$ cat src/rtl/wpip_pkg.sv
// wpip_pkg: sizes and types for the winding-number point-in-polygon block
// no dependencies; used by winding_point_in_polygon
`default_nettype none

package wpip_pkg;

  localparam int MaxVertices = 16;
  localparam int CoordBits   = 16;
  localparam int AddrBits    = $clog2(MaxVertices);
  localparam int CountBits   = $clog2(MaxVertices + 1);
  localparam int WindBits    = 6;
  localparam int DiffBits    = CoordBits + 1;
  localparam int ProdBits    = 2 * DiffBits;

  localparam logic OpLoad  = 1'b0;
  localparam logic OpQuery = 1'b1;

  typedef struct packed {
    logic signed [CoordBits-1:0] x;
    logic signed [CoordBits-1:0] y;
  } vertex_t;

endpackage

`default_nettype wire

$ cat src/rtl/winding_point_in_polygon.sv
// winding_point_in_polygon: vertex store in a synchronous ram, edge walk and winding count
// depends on wpip_pkg
//
//   channel  | ports                                          | handshake
//   ---------+------------------------------------------------+----------------------------
//   input    | in_op, in_vertex_index, in_x_coord, in_y_coord | start & !busy
//   result   | out_inside_res, out_winding                    | out_valid, one-cycle strobe
//   config   | cfg_vertex_count                               | cfg_valid & cfg_ready
//
// a load writes the vertex ram and gives no result; busy stays low
// a query over n vertices reads one vertex a cycle from the ram, so the result strobe
// follows the ram read, difference and product stages; n = 0 gives it on the next cycle
// busy is high from the accept of a query with n > 0 until its result strobe; the ram
// read port and the three-stage determinant pipeline lie between the two
// rst_n clears control and vertex_count; the vertex ram is not cleared
// results are never held off: out_valid lasts exactly one cycle
`default_nettype none

module winding_point_in_polygon (
  input  wire                                 clk,
  input  wire                                 rst_n,
  input  wire                                 start,
  output logic                                busy,
  input  wire                                 in_op,
  input  wire  [wpip_pkg::AddrBits-1:0]       in_vertex_index,
  input  wire  signed [wpip_pkg::CoordBits-1:0] in_x_coord,
  input  wire  signed [wpip_pkg::CoordBits-1:0] in_y_coord,
  output logic                                out_valid,
  output logic                                out_inside_res,
  output logic signed [wpip_pkg::WindBits-1:0] out_winding,
  input  wire                                 cfg_valid,
  output logic                                cfg_ready,
  input  wire  [wpip_pkg::CountBits-1:0]      cfg_vertex_count
);

  localparam int AW = wpip_pkg::AddrBits;
  localparam int CW = wpip_pkg::CountBits;
  localparam int DW = wpip_pkg::DiffBits;
  localparam int PW = wpip_pkg::ProdBits;
  localparam int WW = wpip_pkg::WindBits;

  localparam logic signed [WW-1:0] WindMax = {1'b0, {(WW-1){1'b1}}};
  localparam logic signed [WW-1:0] WindMin = {1'b1, {(WW-1){1'b0}}};

  // vertex ram
  wpip_pkg::vertex_t mem [wpip_pkg::MaxVertices];
  wpip_pkg::vertex_t mem_q_r;
  wpip_pkg::vertex_t wr_data;
  logic              wr_en;
  logic              rd_en;
  logic [AW-1:0]     rd_addr;

  // control
  logic [CW-1:0]     vertex_count_r;
  logic              busy_r;
  logic              issuing_r;
  logic [AW-1:0]     rd_idx_r;
  logic [AW-1:0]     last_idx_r;
  logic              q_vld_r, q_first_r, q_last_r;
  logic              close_r;
  logic signed [wpip_pkg::CoordBits-1:0] px_r, py_r;
  wpip_pkg::vertex_t v0_r, prev_r;

  logic              accept, load_acc, query_acc;
  logic [CW-1:0]     n_sat;
  logic              n_zero;

  // edge stage
  logic              edge_vld, edge_last;
  wpip_pkg::vertex_t edge_s, edge_e;
  logic              up_nxt, dn_nxt;

  // difference stage
  logic              d_vld_r, d_last_r, d_up_r, d_dn_r;
  logic signed [DW-1:0] d_dx1_r, d_dy1_r, d_dx2_r, d_dy2_r;

  // product stage
  logic              p_vld_r, p_last_r, p_up_r, p_dn_r;
  logic signed [PW-1:0] p_a_r, p_b_r;

  // accumulate
  logic signed [WW-1:0] wind_r, wind_nxt;
  logic              inc, dec;

  logic              out_valid_r, out_inside_r;
  logic signed [WW-1:0] out_winding_r;

  assign accept    = start && !busy_r;
  assign load_acc  = accept && (in_op == wpip_pkg::OpLoad);
  assign query_acc = accept && (in_op == wpip_pkg::OpQuery);

  assign n_sat  = (vertex_count_r > CW'(wpip_pkg::MaxVertices)) ?
                  CW'(wpip_pkg::MaxVertices) : vertex_count_r;
  assign n_zero = (n_sat == '0);

  assign wr_en     = load_acc;
  assign wr_data.x = in_x_coord;
  assign wr_data.y = in_y_coord;
  assign rd_en     = (query_acc && !n_zero) || issuing_r;
  assign rd_addr   = issuing_r ? rd_idx_r : '0;

  always_ff @(posedge clk) begin
    if (wr_en) begin
      mem[in_vertex_index] <= wr_data;
    end
    if (rd_en) begin
      mem_q_r <= mem[rd_addr];
    end
  end

  // edges: (previous, current) as data returns, then the closing edge back to vertex 0
  assign edge_vld  = (q_vld_r && !q_first_r) || close_r;
  assign edge_last = close_r;
  assign edge_s    = prev_r;
  assign edge_e    = close_r ? v0_r : mem_q_r;

  assign up_nxt = (edge_s.y < py_r) && (edge_e.y > py_r);
  assign dn_nxt = (edge_s.y > py_r) && (edge_e.y < py_r);

  assign inc = p_up_r && (p_a_r > p_b_r);
  assign dec = p_dn_r && (p_a_r < p_b_r);

  // count holds at the ends of its range
  always_comb begin
    wind_nxt = wind_r;
    if (inc) begin
      if (wind_r != WindMax) begin
        wind_nxt = wind_r + WW'(1);
      end
    end else if (dec) begin
      if (wind_r != WindMin) begin
        wind_nxt = wind_r - WW'(1);
      end
    end
  end

  always_ff @(posedge clk) begin
    if (!rst_n) begin
      vertex_count_r <= '0;
      busy_r         <= 1'b0;
      issuing_r      <= 1'b0;
      q_vld_r        <= 1'b0;
      close_r        <= 1'b0;
      d_vld_r        <= 1'b0;
      p_vld_r        <= 1'b0;
      out_valid_r    <= 1'b0;
    end else begin
      if (cfg_valid && cfg_ready) begin
        vertex_count_r <= cfg_vertex_count;
      end

      out_valid_r <= 1'b0;

      // read issue
      if (query_acc && !n_zero) begin
        busy_r     <= 1'b1;
        issuing_r  <= (n_sat != CW'(1));
        rd_idx_r   <= AW'(1);
        last_idx_r <= AW'(n_sat - CW'(1));
        q_first_r  <= 1'b1;
        q_last_r   <= (n_sat == CW'(1));
      end else if (issuing_r) begin
        rd_idx_r  <= rd_idx_r + AW'(1);
        issuing_r <= (rd_idx_r != last_idx_r);
        q_first_r <= 1'b0;
        q_last_r  <= (rd_idx_r == last_idx_r);
      end
      q_vld_r <= rd_en;
      close_r <= q_vld_r && q_last_r;

      d_vld_r <= edge_vld;
      p_vld_r <= d_vld_r;

      if (query_acc && n_zero) begin
        out_valid_r <= 1'b1;
      end else if (p_vld_r && p_last_r) begin
        out_valid_r <= 1'b1;
        busy_r      <= 1'b0;
      end
    end
  end

  // payload path
  always_ff @(posedge clk) begin
    if (query_acc) begin
      px_r   <= in_x_coord;
      py_r   <= in_y_coord;
      wind_r <= '0;
    end else if (p_vld_r) begin
      wind_r <= p_last_r ? '0 : wind_nxt;
    end

    if (q_vld_r) begin
      prev_r <= mem_q_r;
      if (q_first_r) begin
        v0_r <= mem_q_r;
      end
    end

    d_last_r <= edge_last;
    d_up_r   <= up_nxt;
    d_dn_r   <= dn_nxt;
    d_dx1_r  <= DW'(edge_e.x) - DW'(edge_s.x);
    d_dy1_r  <= DW'(py_r) - DW'(edge_s.y);
    d_dx2_r  <= DW'(px_r) - DW'(edge_s.x);
    d_dy2_r  <= DW'(edge_e.y) - DW'(edge_s.y);

    p_last_r <= d_last_r;
    p_up_r   <= d_up_r;
    p_dn_r   <= d_dn_r;
    p_a_r    <= d_dx1_r * d_dy1_r;
    p_b_r    <= d_dx2_r * d_dy2_r;

    if (query_acc && n_zero) begin
      out_winding_r <= '0;
      out_inside_r  <= 1'b0;
    end else if (p_vld_r && p_last_r) begin
      out_winding_r <= wind_nxt;
      out_inside_r  <= (wind_nxt != '0);
    end
  end

  assign busy           = busy_r;
  assign cfg_ready      = !busy_r;
  assign out_valid      = out_valid_r;
  assign out_winding    = out_winding_r;
  assign out_inside_res = out_inside_r;

  // reads only go out while a query is running
  a_issue_busy: assert property (@(posedge clk) disable iff (!rst_n)
    issuing_r |-> busy_r)
    else $error("read issue outside a query");

  // only one closing edge in the pipeline at a time
  a_one_last: assert property (@(posedge clk) disable iff (!rst_n)
    $countones({close_r, d_vld_r && d_last_r, p_vld_r && p_last_r}) <= 1)
    else $error("more than one query in the edge pipeline");

  // a load never produces a result beat
  a_load_silent: assert property (@(posedge clk) disable iff (!rst_n)
    load_acc |=> !out_valid_r)
    else $error("result beat after a load");

  // the end of a query walk always gives its result
  a_fell_result: assert property (@(posedge clk) disable iff (!rst_n)
    $fell(busy_r) |-> out_valid_r)
    else $error("query finished without a result beat");

  a_inside_match: assert property (@(posedge clk) disable iff (!rst_n)
    out_valid_r |-> (out_inside_r == (out_winding_r != '0)))
    else $error("inside flag disagrees with winding count");

endmodule

`default_nettype wire
$ cat config.mk
export PLATFORM = sky130hd
export DESIGN_NAME = winding_point_in_polygon
export DESIGN_NICKNAME = d
export VERILOG_FILES = /design/src/rtl/wpip_pkg.sv /design/src/rtl/winding_point_in_polygon.sv
export SDC_FILE = /design/constraint.sdc
export NUM_CORES = 2
export LEC_CHECK = 0
export ABC_AREA = 1
export BUFFER_PORTS_ARGS = -buffer_cell sky130_fd_sc_hd__buf_2
export CORE_MARGIN = 4
export CORE_UTILIZATION = 45
export DETAILED_ROUTE_END_ITERATION = 10
export PLACE_DENSITY = 0.62
export SYNTH_ARGS = -nofsm -noshare
export SYNTH_HDL_FRONTEND = slang
export SYNTH_SLANG_ARGS = --single-unit
$ cat constraint.sdc
create_clock -name clk -period 16 [get_ports clk]
set_input_delay 2.4 -clock clk [delete_from_list [all_inputs] [get_ports clk]]
set_output_delay 2.4 -clock clk [all_outputs]
set_load 0.01 [all_outputs]
==> results by stage <==
Synthesis:
- In the post-synthesis netlist, the biggest area contributors are sky130_fd_sc_hd__edfxtp_1 35%, sky130_fd_sc_hd__fa_1 22%, sky130_fd_sc_hd__inv_1 7.6%, sky130_fd_sc_hd__ha_1 6.6%, sky130_fd_sc_hd__nand2_1 6.4%.
- The fraction of synthesized cell area taken by the top area cell type is 0.352.
- When the netlist entered floorplanning its net count stood at 6492.
- The most common cell in the netlist is sky130_fd_sc_hd__inv_1.
- The average instance in the mapped netlist occupies 9.96 um^2.
- The commonest cells after synthesis are 1123 x sky130_fd_sc_hd__inv_1, 947 x sky130_fd_sc_hd__nand2_1, 650 x sky130_fd_sc_hd__edfxtp_1, 640 x sky130_fd_sc_hd__nor2_1, 596 x sky130_fd_sc_hd__fa_1.
- The async set-or-reset flop fraction in the synthesized netlist is 0.
- The unique cell type count in the Yosys netlist is 54.
- The combined area of all synthesized cells is 55400 um^2.
- For this run, the number of Yosys warnings is 0.
- For this run, the leading register cell type out of synthesis is sky130_fd_sc_hd__edfxtp_1.
- The post-synthesis register bit count is 817.
- The synthesized netlist cell count is 5559.
- In this run, synthesis inferred 650 flip-flops with an integrated enable.
- For this run, the register share of the synthesized area comes to 0.413.
- The cell type with the highest aggregate area in the netlist is sky130_fd_sc_hd__edfxtp_1.

STA:
- The ratio of final minimum period to clock period is 0.397.
- The worst hold slack after final layout is 326 ps.
- The count of endpoints failing hold in the final timing report is 0.
- Setup violations remaining at the end of the flow were counted as 0.
- The number of max-slew violations in the final report is 0.
- Setup repair after global routing left no endpoint under its margin.
- Measured against its own limit, the worst slew margin works out to 0.258.
- The timing-limited maximum frequency is 0.157 GHz.
- The post-route clock skew is 26.5 ps.
- The final critical-path setup slack is 9640 ps.
- The slew at the pin closest to its max-slew limit is 1110 ps.
- The clock period minus final worst setup slack is 6360 ps.
- The final total negative setup slack is 0 ps.

Worst setup path:
- The cell with the largest stage delay on the worst path is sky130_fd_sc_hd__fa_1.
- The kind of end point of the critical path is a register.
- The cell class contributing the biggest share of worst-path delay is adder cells.
- The signal on the critical path passes through nand2_1, inv_1, fa_1, fa_1, fa_1, fa_1, fa_1, inv_1, fa_1, inv_1, ha_1, nand2_1, nor4_1, nand3_1, nand3_1, a31o_2, a31oi_1, xnor2_1.
- The worst register-to-register path begins at d_dy1_r[2]$_DFF_P_.
- Data on the critical path arrives at its endpoint at 6880 ps.
- Together, buffers and inverters on the worst path number 3.
- The worst register-to-register path has a setup slack of 9640 ps.
- The worst register-to-register path ends at p_a_r[30]$_DFF_P_.
- The cell repeated most along the worst path is sky130_fd_sc_hd__fa_1.
- For the worst setup path, the data required time is 16520 ps.
- For this run, the slowest stage of the critical path takes 910 ps.
- STA classifies the critical path startpoint as a register.
- The peak fanout along the critical path is 17.
- The classification of the worst setup path is register to register.
- The count of cells along the worst register-to-register path is 18.

Routing:
- The number of vias per cell after detailed routing is 5.08.
- The number of remaining DRC errors is 0.
- The detailed router finished its first iteration with 2940 violations.
- Dividing the detail-routed wire length by the instance count gives 18.5 um.
- For this run, the detailed router's first-pass iteration total came to 5.
- The via count is 36500.
- The count of nets left with antenna violations once routing finished came out at 0.
- The final routed wirelength across all metal layers is 133 mm.

Clock network:
- After clock tree synthesis, the clock-pin slew on the worst setup and hold paths is 60 ps.
- The clock sink count is 817.
- TritonCTS built the clock tree.
- The largest buffer count on any clock path is 3.
- In this run the number of H-tree levels came out at 3.
- The number of buffers inserted by hold repair at cts is 0.
- The number of gates resized after CTS was 0.
- Clock latency on the worst-skew pair, taken at its later pin, is 670 ps.
- The number of buffers created by CTS is 84.
- The root buffer cell chosen for the clock tree is sky130_fd_sc_hd__clkbuf_16.
- The post-CTS setup-driven buffer insertion count is 0.

Final layout:
- The fraction of layout cells with a size suffix above 1 is 0.0504.
- From synthesis to final layout, the design area changed by 8.31%.
- The finished cells cover 60000 um^2.
- The number of nets in the layout is 6423.
- The final-layout fill cell count is 11100.

Global routing:
- The first-pass GRT wire length is 214 mm.
- The number of antenna violations at the first check in global routing came to 12.
- The pin count of the biggest net entering global routing is 223.
- For this run, the total global-route usage over all layers was measured as 0.209.
- The global route total overflow is 0.
- The number of global-route vias before repair is 37600.

Placement:
- The global placement routability congestion is 0.855.
- The post-placement setup slack is 9730 ps.
- Input and output buffers added on the ports amount to 55.
- Detailed placement ended at an HPWL of 93.0 mm.
- The placed instance area is 57200 um^2.

Min path:
- In this run the most critical hold path is launched from d_last_r$_DFF_P_.
- The min-delay analysis places its worst path in the category register to register.
- The cell count of the worst hold path is 0.
- For hold timing, the worst endpoint is p_last_r$_DFF_P_.

Die:
- The starting utilization of the core area is 0.454.
- The count of boundary I/O pins is 56.
- In this run the core area contains 128 standard-cell rows.
- From bottom edge to top edge, the die measures 359 um.
- The die is 359 um wide.
- The die covers 129000 um^2.
- The core region is 122000 um^2.

Run status:
- The run finished with clean final reports.

Job:
- The number of maximum-capacitance violations is 0.
area by class of cell:
cell class                      count  area [um^2]  share of cell area
Antenna cell                        7         17.5            0.000292
Multi-Input combinational cell   3367        27500               0.458
Tap cell                         1625         2030              0.0339
Timing Repair Buffer               92          578             0.00963
Sequential cell                   817        22900               0.381
Inverter                         1128         4250              0.0708
Clock inverter                     46          493             0.00822
Clock buffer                      108         2270              0.0378
flip-flops by register name, indices dropped and copies added, names as in the netlist, 32 cells and up:
signal and flops:
p_a_r 34, mem_q_r 32, v0_r 32, mem 512
edge_s 32, p_b_r 34
placed cells by master, fill, tap and decap left out, types with 8 or more instances in the layout:
cell type                   instances
sky130_fd_sc_hd__o21ai_1            8
sky130_fd_sc_hd__clkbuf_1          16
sky130_fd_sc_hd__nor2_1           624
sky130_fd_sc_hd__clkinv_2          12
sky130_fd_sc_hd__dfxtp_1          166
sky130_fd_sc_hd__fa_1             596
sky130_fd_sc_hd__buf_4             35
sky130_fd_sc_hd__xor2_1            84
sky130_fd_sc_hd__nor3_1            12
sky130_fd_sc_hd__edfxtp_1         650
sky130_fd_sc_hd__buf_2             55
sky130_fd_sc_hd__o21ai_0          190
sky130_fd_sc_hd__a31oi_1           10
sky130_fd_sc_hd__or2_2             11
sky130_fd_sc_hd__clkinv_1          17
sky130_fd_sc_hd__nand2_2            9
sky130_fd_sc_hd__xnor2_1           60
sky130_fd_sc_hd__nand4_1           14
sky130_fd_sc_hd__a21o_1            12
sky130_fd_sc_hd__clkbuf_16         85
sky130_fd_sc_hd__nand2_1          942
sky130_fd_sc_hd__nor4_1             8
sky130_fd_sc_hd__ha_1             291
sky130_fd_sc_hd__nor2_4            16
sky130_fd_sc_hd__nand3_1          130
sky130_fd_sc_hd__a21oi_1          147
sky130_fd_sc_hd__inv_1           1121
sky130_fd_sc_hd__o311ai_0         128
stage by stage:
step,util,std cells
after global placement,0.469,7029
after CTS,0.492,7183
after global routing,0.492,7183
after detailed placement,0.469,7029
after floorplan,-,5559
final,0.492,7190
kinds of logic (layout without fill, tap and decap cells):
| group | count (synthesis) | after routing | share of synthesized area |
|---|---|---|---|
| AO/OA/AOI/OAI | 551 | 551 | 0.0623 |
| XOR/XNOR | 144 | 144 | 0.0228 |
| buffers and inverters | 1375 | 1374 | 0.0934 |
| adder cells (fa/ha/maj) | 887 | 887 | 0.281 |
| AND/OR/NAND/NOR | 1783 | 1783 | 0.127 |
| flip-flops | 817 | 817 | 0.413 |
| other | 0 | 7 | 0 |
| multiplexers | 2 | 2 | 0.000361 |
how the worst max path moves through the flow:
stage                        start                end  cells after the start
6_report        d_dy1_r[2]$_DFF_P_  p_a_r[30]$_DFF_P_                     18
5_1_grt         d_dy1_r[2]$_DFF_P_  p_a_r[30]$_DFF_P_                     18
4_1_cts         d_dy1_r[2]$_DFF_P_  p_a_r[30]$_DFF_P_                     18
3_5_place_dp    d_dy1_r[2]$_DFF_P_  p_a_r[30]$_DFF_P_                     18
3_3_place_gp    d_dx1_r[7]$_DFF_P_  p_a_r[24]$_DFF_P_                     21
2_1_floorplan  d_dx1_r[16]$_DFF_P_  p_a_r[30]$_DFF_P_                     20
layer usage:
metal / GRT usage / vias up / part of all wire
met2: 0.353 / 993 / 0.48
met3: 0.0288 / 196 / 0.056
met1: 0.285 / 18000 / 0.44
met4: 0.0504 / 2 / 0.025
met5: 0 / - / 0.000098
li1: - / 17300 / -
Power is left out: the tool's default activity adds up to more than one toggle a clock period on the data nets, which glitch-free logic cannot reach.
